### src/rtl/core/dsv_pkg.sv
package dsv_pkg;

	localparam int CHAR_W  = 8;
	localparam int POS_W   = 4;
	localparam int VAL_W   = 7;
	localparam int DIGIT_W = 4;
	localparam int OUT_W   = 8;

	localparam logic [CHAR_W-1:0] SLASH_CODE = 8'h2F;
	localparam logic [CHAR_W-1:0] DIGIT_ZERO = 8'h30;
	localparam logic [CHAR_W-1:0] DIGIT_NINE = 8'h39;

	// character positions within dd/mm/yyyy
	localparam logic [POS_W-1:0] POS_DAY_END    = 4'd2;
	localparam logic [POS_W-1:0] POS_SLASH_DAY  = 4'd2;
	localparam logic [POS_W-1:0] POS_SLASH_MON  = 4'd5;
	localparam logic [POS_W-1:0] POS_MON_END    = 4'd5;
	localparam logic [POS_W-1:0] POS_CENT_END   = 4'd8;
	localparam logic [POS_W-1:0] FULL_LENGTH    = 4'd10;

	localparam logic [VAL_W-1:0] MONTH_FEB = 7'd2;
	localparam logic [VAL_W-1:0] MONTH_APR = 7'd4;
	localparam logic [VAL_W-1:0] MONTH_JUN = 7'd6;
	localparam logic [VAL_W-1:0] MONTH_SEP = 7'd9;
	localparam logic [VAL_W-1:0] MONTH_NOV = 7'd11;
	localparam logic [VAL_W-1:0] MONTH_DEC = 7'd12;

	localparam logic [VAL_W-1:0] DAYS_LONG  = 7'd31;
	localparam logic [VAL_W-1:0] DAYS_SHORT = 7'd30;
	localparam logic [VAL_W-1:0] DAYS_LEAP  = 7'd29;
	localparam logic [VAL_W-1:0] DAYS_FEB   = 7'd28;

	// year kept as century digits and last two digits
	typedef struct packed {
		logic [POS_W-1:0] pos;
		logic             fmt_good;
		logic [VAL_W-1:0] day;
		logic [VAL_W-1:0] month;
		logic [VAL_W-1:0] cent;
		logic [VAL_W-1:0] yy;
	} acc_t;

	localparam acc_t ACC_RESET = '{
		pos:      '0,
		fmt_good: 1'b1,
		day:      '0,
		month:    '0,
		cent:     '0,
		yy:       '0
	};

	function automatic logic [VAL_W-1:0] mul10_add(input logic [VAL_W-1:0] v,
		input logic [DIGIT_W-1:0] d);
		logic [VAL_W+3:0] sum;
		sum = {1'b0, v, 3'b000} + {3'b000, v, 1'b0} + {{VAL_W{1'b0}}, d};
		return sum[VAL_W-1:0];
	endfunction

endpackage

### src/rtl/core/date_string_validator.sv
// Checks dd/mm/yyyy date strings sent one ASCII character per input beat, with tlast
// on the final character. Each string gives exactly one output beat, on its last
// character: bit 0 of m_tdata is 1 when positions 0-1, 3-4 and 6-9 are digits,
// positions 2 and 5 are '/', and the date exists in the Gregorian calendar.
// Characters after the tenth are ignored; a string shorter than ten characters
// fails. A beat is taken every cycle but for the stall below; a character goes
// through one input register, and the result of a last character is then
// captured in the output register. Input beats stall only while the output
// register holds an untaken result and the input register holds a last character.
module date_string_validator (
	input  logic                       clk,
	input  logic                       arst_n,
	input  logic                       s_tvalid,
	output logic                       s_tready,
	input  logic [dsv_pkg::CHAR_W-1:0] s_tdata,  // [7:0] char_code
	input  logic                       s_tlast,  // is_last
	output logic                       m_tvalid,
	input  logic                       m_tready,
	output logic [dsv_pkg::OUT_W-1:0]  m_tdata   // [0] date_valid, [7:1] zero
);
	import dsv_pkg::*;

	logic              valid_s1;
	logic [CHAR_W-1:0] char_s1;
	logic              last_s1;
	logic              advance;
	logic              out_valid_q;
	logic              date_valid_q;
	logic              check_ok;
	acc_t              acc_nxt;

	assign advance  = valid_s1 && (!last_s1 || !out_valid_q || m_tready);
	assign s_tready = !valid_s1 || advance;

	always_ff @(posedge clk or negedge arst_n) begin
		if (!arst_n) begin
			valid_s1 <= 1'b0;
		end else if (s_tready) begin
			valid_s1 <= s_tvalid;
		end
	end

	always_ff @(posedge clk) begin
		if (s_tready && s_tvalid) begin
			char_s1 <= s_tdata;
			last_s1 <= s_tlast;
		end
	end

	dsv_field_accum u_accum (
		.clk       (clk),
		.arst_n    (arst_n),
		.step      (advance),
		.char_code (char_s1),
		.is_last   (last_s1),
		.acc_nxt   (acc_nxt)
	);

	dsv_date_check u_check (
		.acc        (acc_nxt),
		.date_valid (check_ok)
	);

	always_ff @(posedge clk or negedge arst_n) begin
		if (!arst_n) begin
			out_valid_q <= 1'b0;
		end else if (advance && last_s1) begin
			out_valid_q <= 1'b1;
		end else if (m_tready) begin
			out_valid_q <= 1'b0;
		end
	end

	always_ff @(posedge clk) begin
		if (advance && last_s1) begin
			date_valid_q <= check_ok;
		end
	end

	assign m_tvalid = out_valid_q;
	assign m_tdata  = {{(OUT_W-1){1'b0}}, date_valid_q};

endmodule

### src/rtl/core/dsv_field_accum.sv
module dsv_field_accum (
	input  logic                  clk,
	input  logic                  arst_n,
	input  logic                  step,
	input  logic [dsv_pkg::CHAR_W-1:0] char_code,
	input  logic                  is_last,
	output dsv_pkg::acc_t         acc_nxt
);
	import dsv_pkg::*;

	acc_t                acc_q;
	logic                is_digit;
	logic [DIGIT_W-1:0]  digit;
	logic [CHAR_W-1:0]   offset;

	assign is_digit = (char_code >= DIGIT_ZERO) && (char_code <= DIGIT_NINE);
	assign offset   = char_code - DIGIT_ZERO;
	assign digit    = offset[DIGIT_W-1:0];

	always_comb begin
		acc_nxt = acc_q;
		if (acc_q.pos < FULL_LENGTH) begin
			if (acc_q.pos == POS_SLASH_DAY || acc_q.pos == POS_SLASH_MON) begin
				if (char_code != SLASH_CODE) begin
					acc_nxt.fmt_good = 1'b0;
				end
			end else if (is_digit) begin
				if (acc_q.pos < POS_DAY_END) begin
					acc_nxt.day = mul10_add(acc_q.day, digit);
				end else if (acc_q.pos < POS_MON_END) begin
					acc_nxt.month = mul10_add(acc_q.month, digit);
				end else if (acc_q.pos < POS_CENT_END) begin
					acc_nxt.cent = mul10_add(acc_q.cent, digit);
				end else begin
					acc_nxt.yy = mul10_add(acc_q.yy, digit);
				end
			end else begin
				acc_nxt.fmt_good = 1'b0;
			end
			acc_nxt.pos = acc_q.pos + 1'b1;
		end
	end

	always_ff @(posedge clk or negedge arst_n) begin
		if (!arst_n) begin
			acc_q <= ACC_RESET;
		end else if (step) begin
			acc_q <= is_last ? ACC_RESET : acc_nxt;
		end
	end

endmodule

### src/rtl/core/dsv_date_check.sv
module dsv_date_check (
	input  dsv_pkg::acc_t acc,
	output logic          date_valid
);
	import dsv_pkg::*;

	logic             leap;
	logic [VAL_W-1:0] top;
	logic             month_ok;
	logic             day_ok;

	// leap: yy divisible by 4 and not zero, or yy zero and century divisible by 4
	assign leap = (acc.yy == '0) ? (acc.cent[1:0] == 2'b00) : (acc.yy[1:0] == 2'b00);

	always_comb begin
		case (acc.month)
			MONTH_FEB: top = leap ? DAYS_LEAP : DAYS_FEB;
			MONTH_APR, MONTH_JUN, MONTH_SEP, MONTH_NOV: top = DAYS_SHORT;
			default: top = DAYS_LONG;
		endcase
	end

	assign month_ok   = (acc.month != '0) && (acc.month <= MONTH_DEC);
	assign day_ok     = (acc.day != '0) && (acc.day <= top);
	assign date_valid = acc.fmt_good && (acc.pos == FULL_LENGTH) && month_ok && day_ok;

endmodule

### config.mk
export PLATFORM = sky130hd
export DESIGN_NAME = date_string_validator
export DESIGN_NICKNAME = d
export VERILOG_FILES = /design/src/rtl/core/dsv_pkg.sv /design/src/rtl/core/date_string_validator.sv /design/src/rtl/core/dsv_field_accum.sv /design/src/rtl/core/dsv_date_check.sv
export SDC_FILE = /design/constraint.sdc
export NUM_CORES = 1
export LEC_CHECK = 0
export BUFFER_PORTS_ARGS = -buffer_cell sky130_fd_sc_hd__buf_2
export CORE_UTILIZATION = 60
export CTS_BUF_LIST = sky130_fd_sc_hd__clkbuf_8
export CTS_CLUSTER_DIAMETER = 30
export DETAILED_ROUTE_END_ITERATION = 7
export PLACE_DENSITY = 0.82
export SLEW_MARGIN = 20
export SYNTH_ARGS = -nofsm -noshare
export SYNTH_HDL_FRONTEND = slang
export SYNTH_SLANG_ARGS = --single-unit
export TNS_END_PERCENT = 1
### constraint.sdc
create_clock -name clk -period 4.3 [get_ports clk]
set_input_delay 0.43 -clock clk [delete_from_list [all_inputs] [get_ports clk]]
set_output_delay 0.43 -clock clk [all_outputs]
set_load 0.01 [all_outputs]
==> reports/summary.txt <==
Post-layout minimum cycle time = 4.109 ns
Largest voltage drop on the vdd net = 0.3085 mV
Sequential group share of total power = 36.6%
CP max-delay cell = sky130_fd_sc_hd__fa_1
Initial core utilization = 62.68%
Inserted Diodes = 0
Post-detailed-route wirelength per cell = 15.36 microns
Top-level port count = 23
Classification of the worst-slack hold path = input pin to asynchronous set/reset pin
Yosys reg bits = 40
Data arrival at the endpoint of the critical path = 4.27 ns
Leak Pwr = 1.513 nW
P&R area growth vs syn = 8.480%
Residual overflow from global routing = 0
Status = finished clean
Die Footprint = 5253 sq um
FMAX = 0.2434 GHz
Async set-or-reset flop fraction in the synthesized netlist = 75.00%
Element type at the critical path start = flip-flop
Dpl hpwl = 4444 microns
Post-synth EDFFs = 10
Initial antenna violation count = 0
Placed inst area = 3108 sq um
Number of placed cells counting well taps = 389
Final clock period utilization by the worst path = 95.55%
TritonCTS buffer count = 5
Proportion of total power due to net switching = 38.56%
Cell area after layout = 3233 sq um
Final non-filler cell total = 398
Clock sink count = 40
Clock power frac = 20.2%
Via/cell ratio = 6.008
P per Cell Area = 464.5 nW/um^2
Die extent in y = 72.48 microns
H-tree depth = 2
Number of I/O port buffers = 15
Cell Rows = 25
Warnings, synthesis = 0
Mapped cell area = 2980 sq um
Remaining design rule violation count = 0
Kind of cell adding the most delay to the critical path = adder cells
Most common flop cell mapped by yosys = sky130_fd_sc_hd__dfrtp_1
Remaining number of nets flagged by the antenna check after routing = 0
Transition at the pin with the smallest max-transition slack = 0.6889 ns
Via count of the first global-routing pass = 2241
Critical path required time = 4.46 ns
First-pass GRT wire length = 10400 microns
Synthesized instance count = 315
Internal Dissipation = 0.9228 mW
Share of final-layout standard cells stronger than drive strength 1 = 11.48%
Initial DRT Pass Iterations = 5
Worst Setup Path Type = flip-flop to flip-flop
Critical path, cell by cell = inv_1 > fa_1 > inv_1 > fa_1 > a21o_1 > a21oi_2 > xnor2_1 > or4b_1 > o41ai_2 > nor2b_1 > ha_1 > nor2b_1 > o21ai_1 > nor4bb_1 > o41ai_1 > and4bb_1
Die X = 72.48 microns
Detailed router's first-iteration violation count = 228
Share of total power in combinational logic = 43.3%
Sequential element share of the synthesized area = 35.31%
Design Power = 1.502 mW
Number of hold-repair buffers added at the cts stage = 0
Critical Path Fanout Max = 5
Global routing usage summed across all routing layers = 25.81%
Maximum root-to-sink buffer count = 2
Number of distinct library cell variants in the gate-level netlist after synthesis = 51
Skew-Pair Late Insertion Delay = 0.29 ns
Root buffer selected by CTS = sky130_fd_sc_hd__clkbuf_8
Maxcap violations = 0
Wirelength, routed = 6115 microns
Kind of capture point of the worst setup path = flip-flop
Final GP Congestion = 0.8779
Clock tree from TritonCTS = yes
Post-Syn Area per Cell = 9.461 sq um
Setup-violating endpoint count in the final report = 0
Clk slew on worst S/H paths = 0.08 ns
Post-layout net count = 379
Headroom to the max-slew limit = 54.08%
Maximum cell stage delay along the critical path = 0.49 ns
Buffers & Inverters on Critical Path = 2
Placeable core area = 4755 sq um
Pin count of the biggest net entering global routing = 31
Number of hold violations in the final report = 0
Fin. max-slew vios = 0
Total vias in the final route = 2391
Worst Skew = 0.007984 ns
Switching power total = 0.5791 mW
-- logic make-up after synthesis --
group	count (synthesis)	synth area share, %
buffers and inverters	41	6.213
adders and majority gates	36	16.62
DFF	40	35.31
muxes	8	2.939
other	1	0.1258
AOI/OAI and AO/OA	83	17.63
and+or+nand+nor	90	16.46
xor gates and xnor gates	16	4.702
-- flip-flops by register name (all words and copies together), names as in the netlist --
signal,count
last_s1,1
char_s1,8
u_accum.acc_q,28
valid_s1,1
m_tvalid,1
date_valid_q,1
-- stage by stage --
step / worst slack, ns / hold slack [ns] / setup TNS (ns) / util (%)
2_1_floorplan: 0.3793 / 0.1344 / 0 / -
3_3_place_gp: 0.2965 / 0.4696 / 0 / 65.37
3_5_place_dp: 0.1430 / 0.4829 / 0 / 65.37
4_1_cts: 0.08369 / 0.2013 / 0 / 67.61
5_1_grt: -0.002522 / 0.2275 / -0.002522 / 68.00
6_report: 0.1915 / 0.1712 / 0 / 68.00
-- worst paths after layout --
check                                  start                end  slack, ns  depth (start not counted)
max                        u_accum.acc_q[16]       date_valid_q       0.19                         16
min                                   arst_n  u_accum.acc_q[23]       0.17                          1
max reg2reg                u_accum.acc_q[16]       date_valid_q       0.19                         16
min reg2reg                u_accum.acc_q[28]  u_accum.acc_q[28]       0.50                          2
max in group asynchronous             arst_n  u_accum.acc_q[16]       3.69                          1
min in group clk                  s_tdata[6]         char_s1[6]       0.30                          1
-- cells in the final DEF (no fill, tap or decap), types with 3 or more instances in the layout --
master	Yosys	routed
sky130_fd_sc_hd__edfxtp_1	10	10
sky130_fd_sc_hd__nand2_1	29	29
sky130_fd_sc_hd__nor3_1	8	8
sky130_fd_sc_hd__dfrtp_1	29	29
sky130_fd_sc_hd__xnor2_1	12	12
sky130_fd_sc_hd__fa_1	6	6
sky130_fd_sc_hd__clkbuf_8	0	5
sky130_fd_sc_hd__xor2_1	4	4
sky130_fd_sc_hd__o22ai_1	5	5
sky130_fd_sc_hd__nor4b_1	3	3
sky130_fd_sc_hd__nor2_1	14	14
sky130_fd_sc_hd__nand4_1	4	4
sky130_fd_sc_hd__buf_4	8	9
sky130_fd_sc_hd__o21ai_0	11	10
sky130_fd_sc_hd__buf_2	1	15
sky130_fd_sc_hd__mux2i_1	5	5
sky130_fd_sc_hd__conb_1	1	7
sky130_fd_sc_hd__a22oi_1	17	17
sky130_fd_sc_hd__nand2b_1	4	4
sky130_fd_sc_hd__nor4_1	3	3
sky130_fd_sc_hd__a21oi_1	14	13
sky130_fd_sc_hd__o21ai_1	16	17
sky130_fd_sc_hd__inv_1	19	19
sky130_fd_sc_hd__ha_1	30	30
sky130_fd_sc_hd__a21o_1	7	7
sky130_fd_sc_hd__nand3_1	5	5
-- timing repair --
item                                    CTS  global route
endpoints found under the setup margin    0             1
gates resized for setup                   0             3
setup buffers                             0             1
endpoints found under the hold margin     0             0
-- power groups by stage --
stage	Combinational [mW]	Sequential, mW	Clock [mW]
2_1_floorplan	0.514	0.521	0
3_3_place_gp	0.606	0.551	0
3_5_place_dp	0.627	0.553	0
4_1_cts	0.636	0.546	0.307
5_1_grt	0.730	0.561	0.324
6_report	0.650	0.550	0.303
-- layout make-up --
| cell class | instances | area, sq um |
|---|---|---|
| well taps | 67 | 83.83 |
| flip-flops and latches | 40 | 1052 |
| repair buffers | 24 | 142.6 |
| clock inverters | 3 | 37.54 |
| inverters | 19 | 71.32 |
| clock buffers | 5 | 68.82 |
| multi-input cells | 240 | 1777 |
| fillers | 387 | 1521 |
-- synth_stat cells, types with 3 or more instances --
cell type                   n  area (sq um)
sky130_fd_sc_hd__a21o_1     7         52.55
sky130_fd_sc_hd__a21oi_1   14         70.07
sky130_fd_sc_hd__a22oi_1   17         127.6
sky130_fd_sc_hd__buf_4      8         60.06
sky130_fd_sc_hd__clkbuf_1  13         48.80
sky130_fd_sc_hd__dfrtp_1   29         725.7
sky130_fd_sc_hd__edfxtp_1  10         300.3
sky130_fd_sc_hd__fa_1       6         120.1
sky130_fd_sc_hd__ha_1      30         375.4
sky130_fd_sc_hd__inv_1     19         71.32
sky130_fd_sc_hd__mux2i_1    5         50.05
sky130_fd_sc_hd__nand2_1   29         108.9
sky130_fd_sc_hd__nand2b_1   4         25.02
sky130_fd_sc_hd__nand3_1    5         25.02
sky130_fd_sc_hd__nand4_1    4         25.02
sky130_fd_sc_hd__nor2_1    14         52.55
sky130_fd_sc_hd__nor3_1     8         40.04
sky130_fd_sc_hd__nor4_1     3         18.77
sky130_fd_sc_hd__nor4b_1    3         26.28
sky130_fd_sc_hd__o21ai_0   11         55.05
sky130_fd_sc_hd__o21ai_1   16         80.08
sky130_fd_sc_hd__o22ai_1    5         31.28
sky130_fd_sc_hd__o41ai_1    3         26.28
sky130_fd_sc_hd__xnor2_1   12         105.1
sky130_fd_sc_hd__xor2_1     4         35.03
-- worst reg2reg max path: cells and delay by family (launching register included) --
family	cells	cell delay [ns]
flip-flops	1	0.42
buffers and inverters	2	0.18
XOR/XNOR	1	0.16
AND/OR/NAND/NOR	5	1.10
adder cells (fa/ha/maj)	3	1.17
AO/OA/AOI/OAI	5	0.97
-- per-layer routing --
metal	track usage, %	share of wire [%]	up-vias
li1	-	-	1163
met1	35.59	47	1149
met2	41.43	48	69
met3	5.278	4.1	10
met4	7.190	1.5	0
met5	0	0	-
Power figures use the tool's default switching activity.
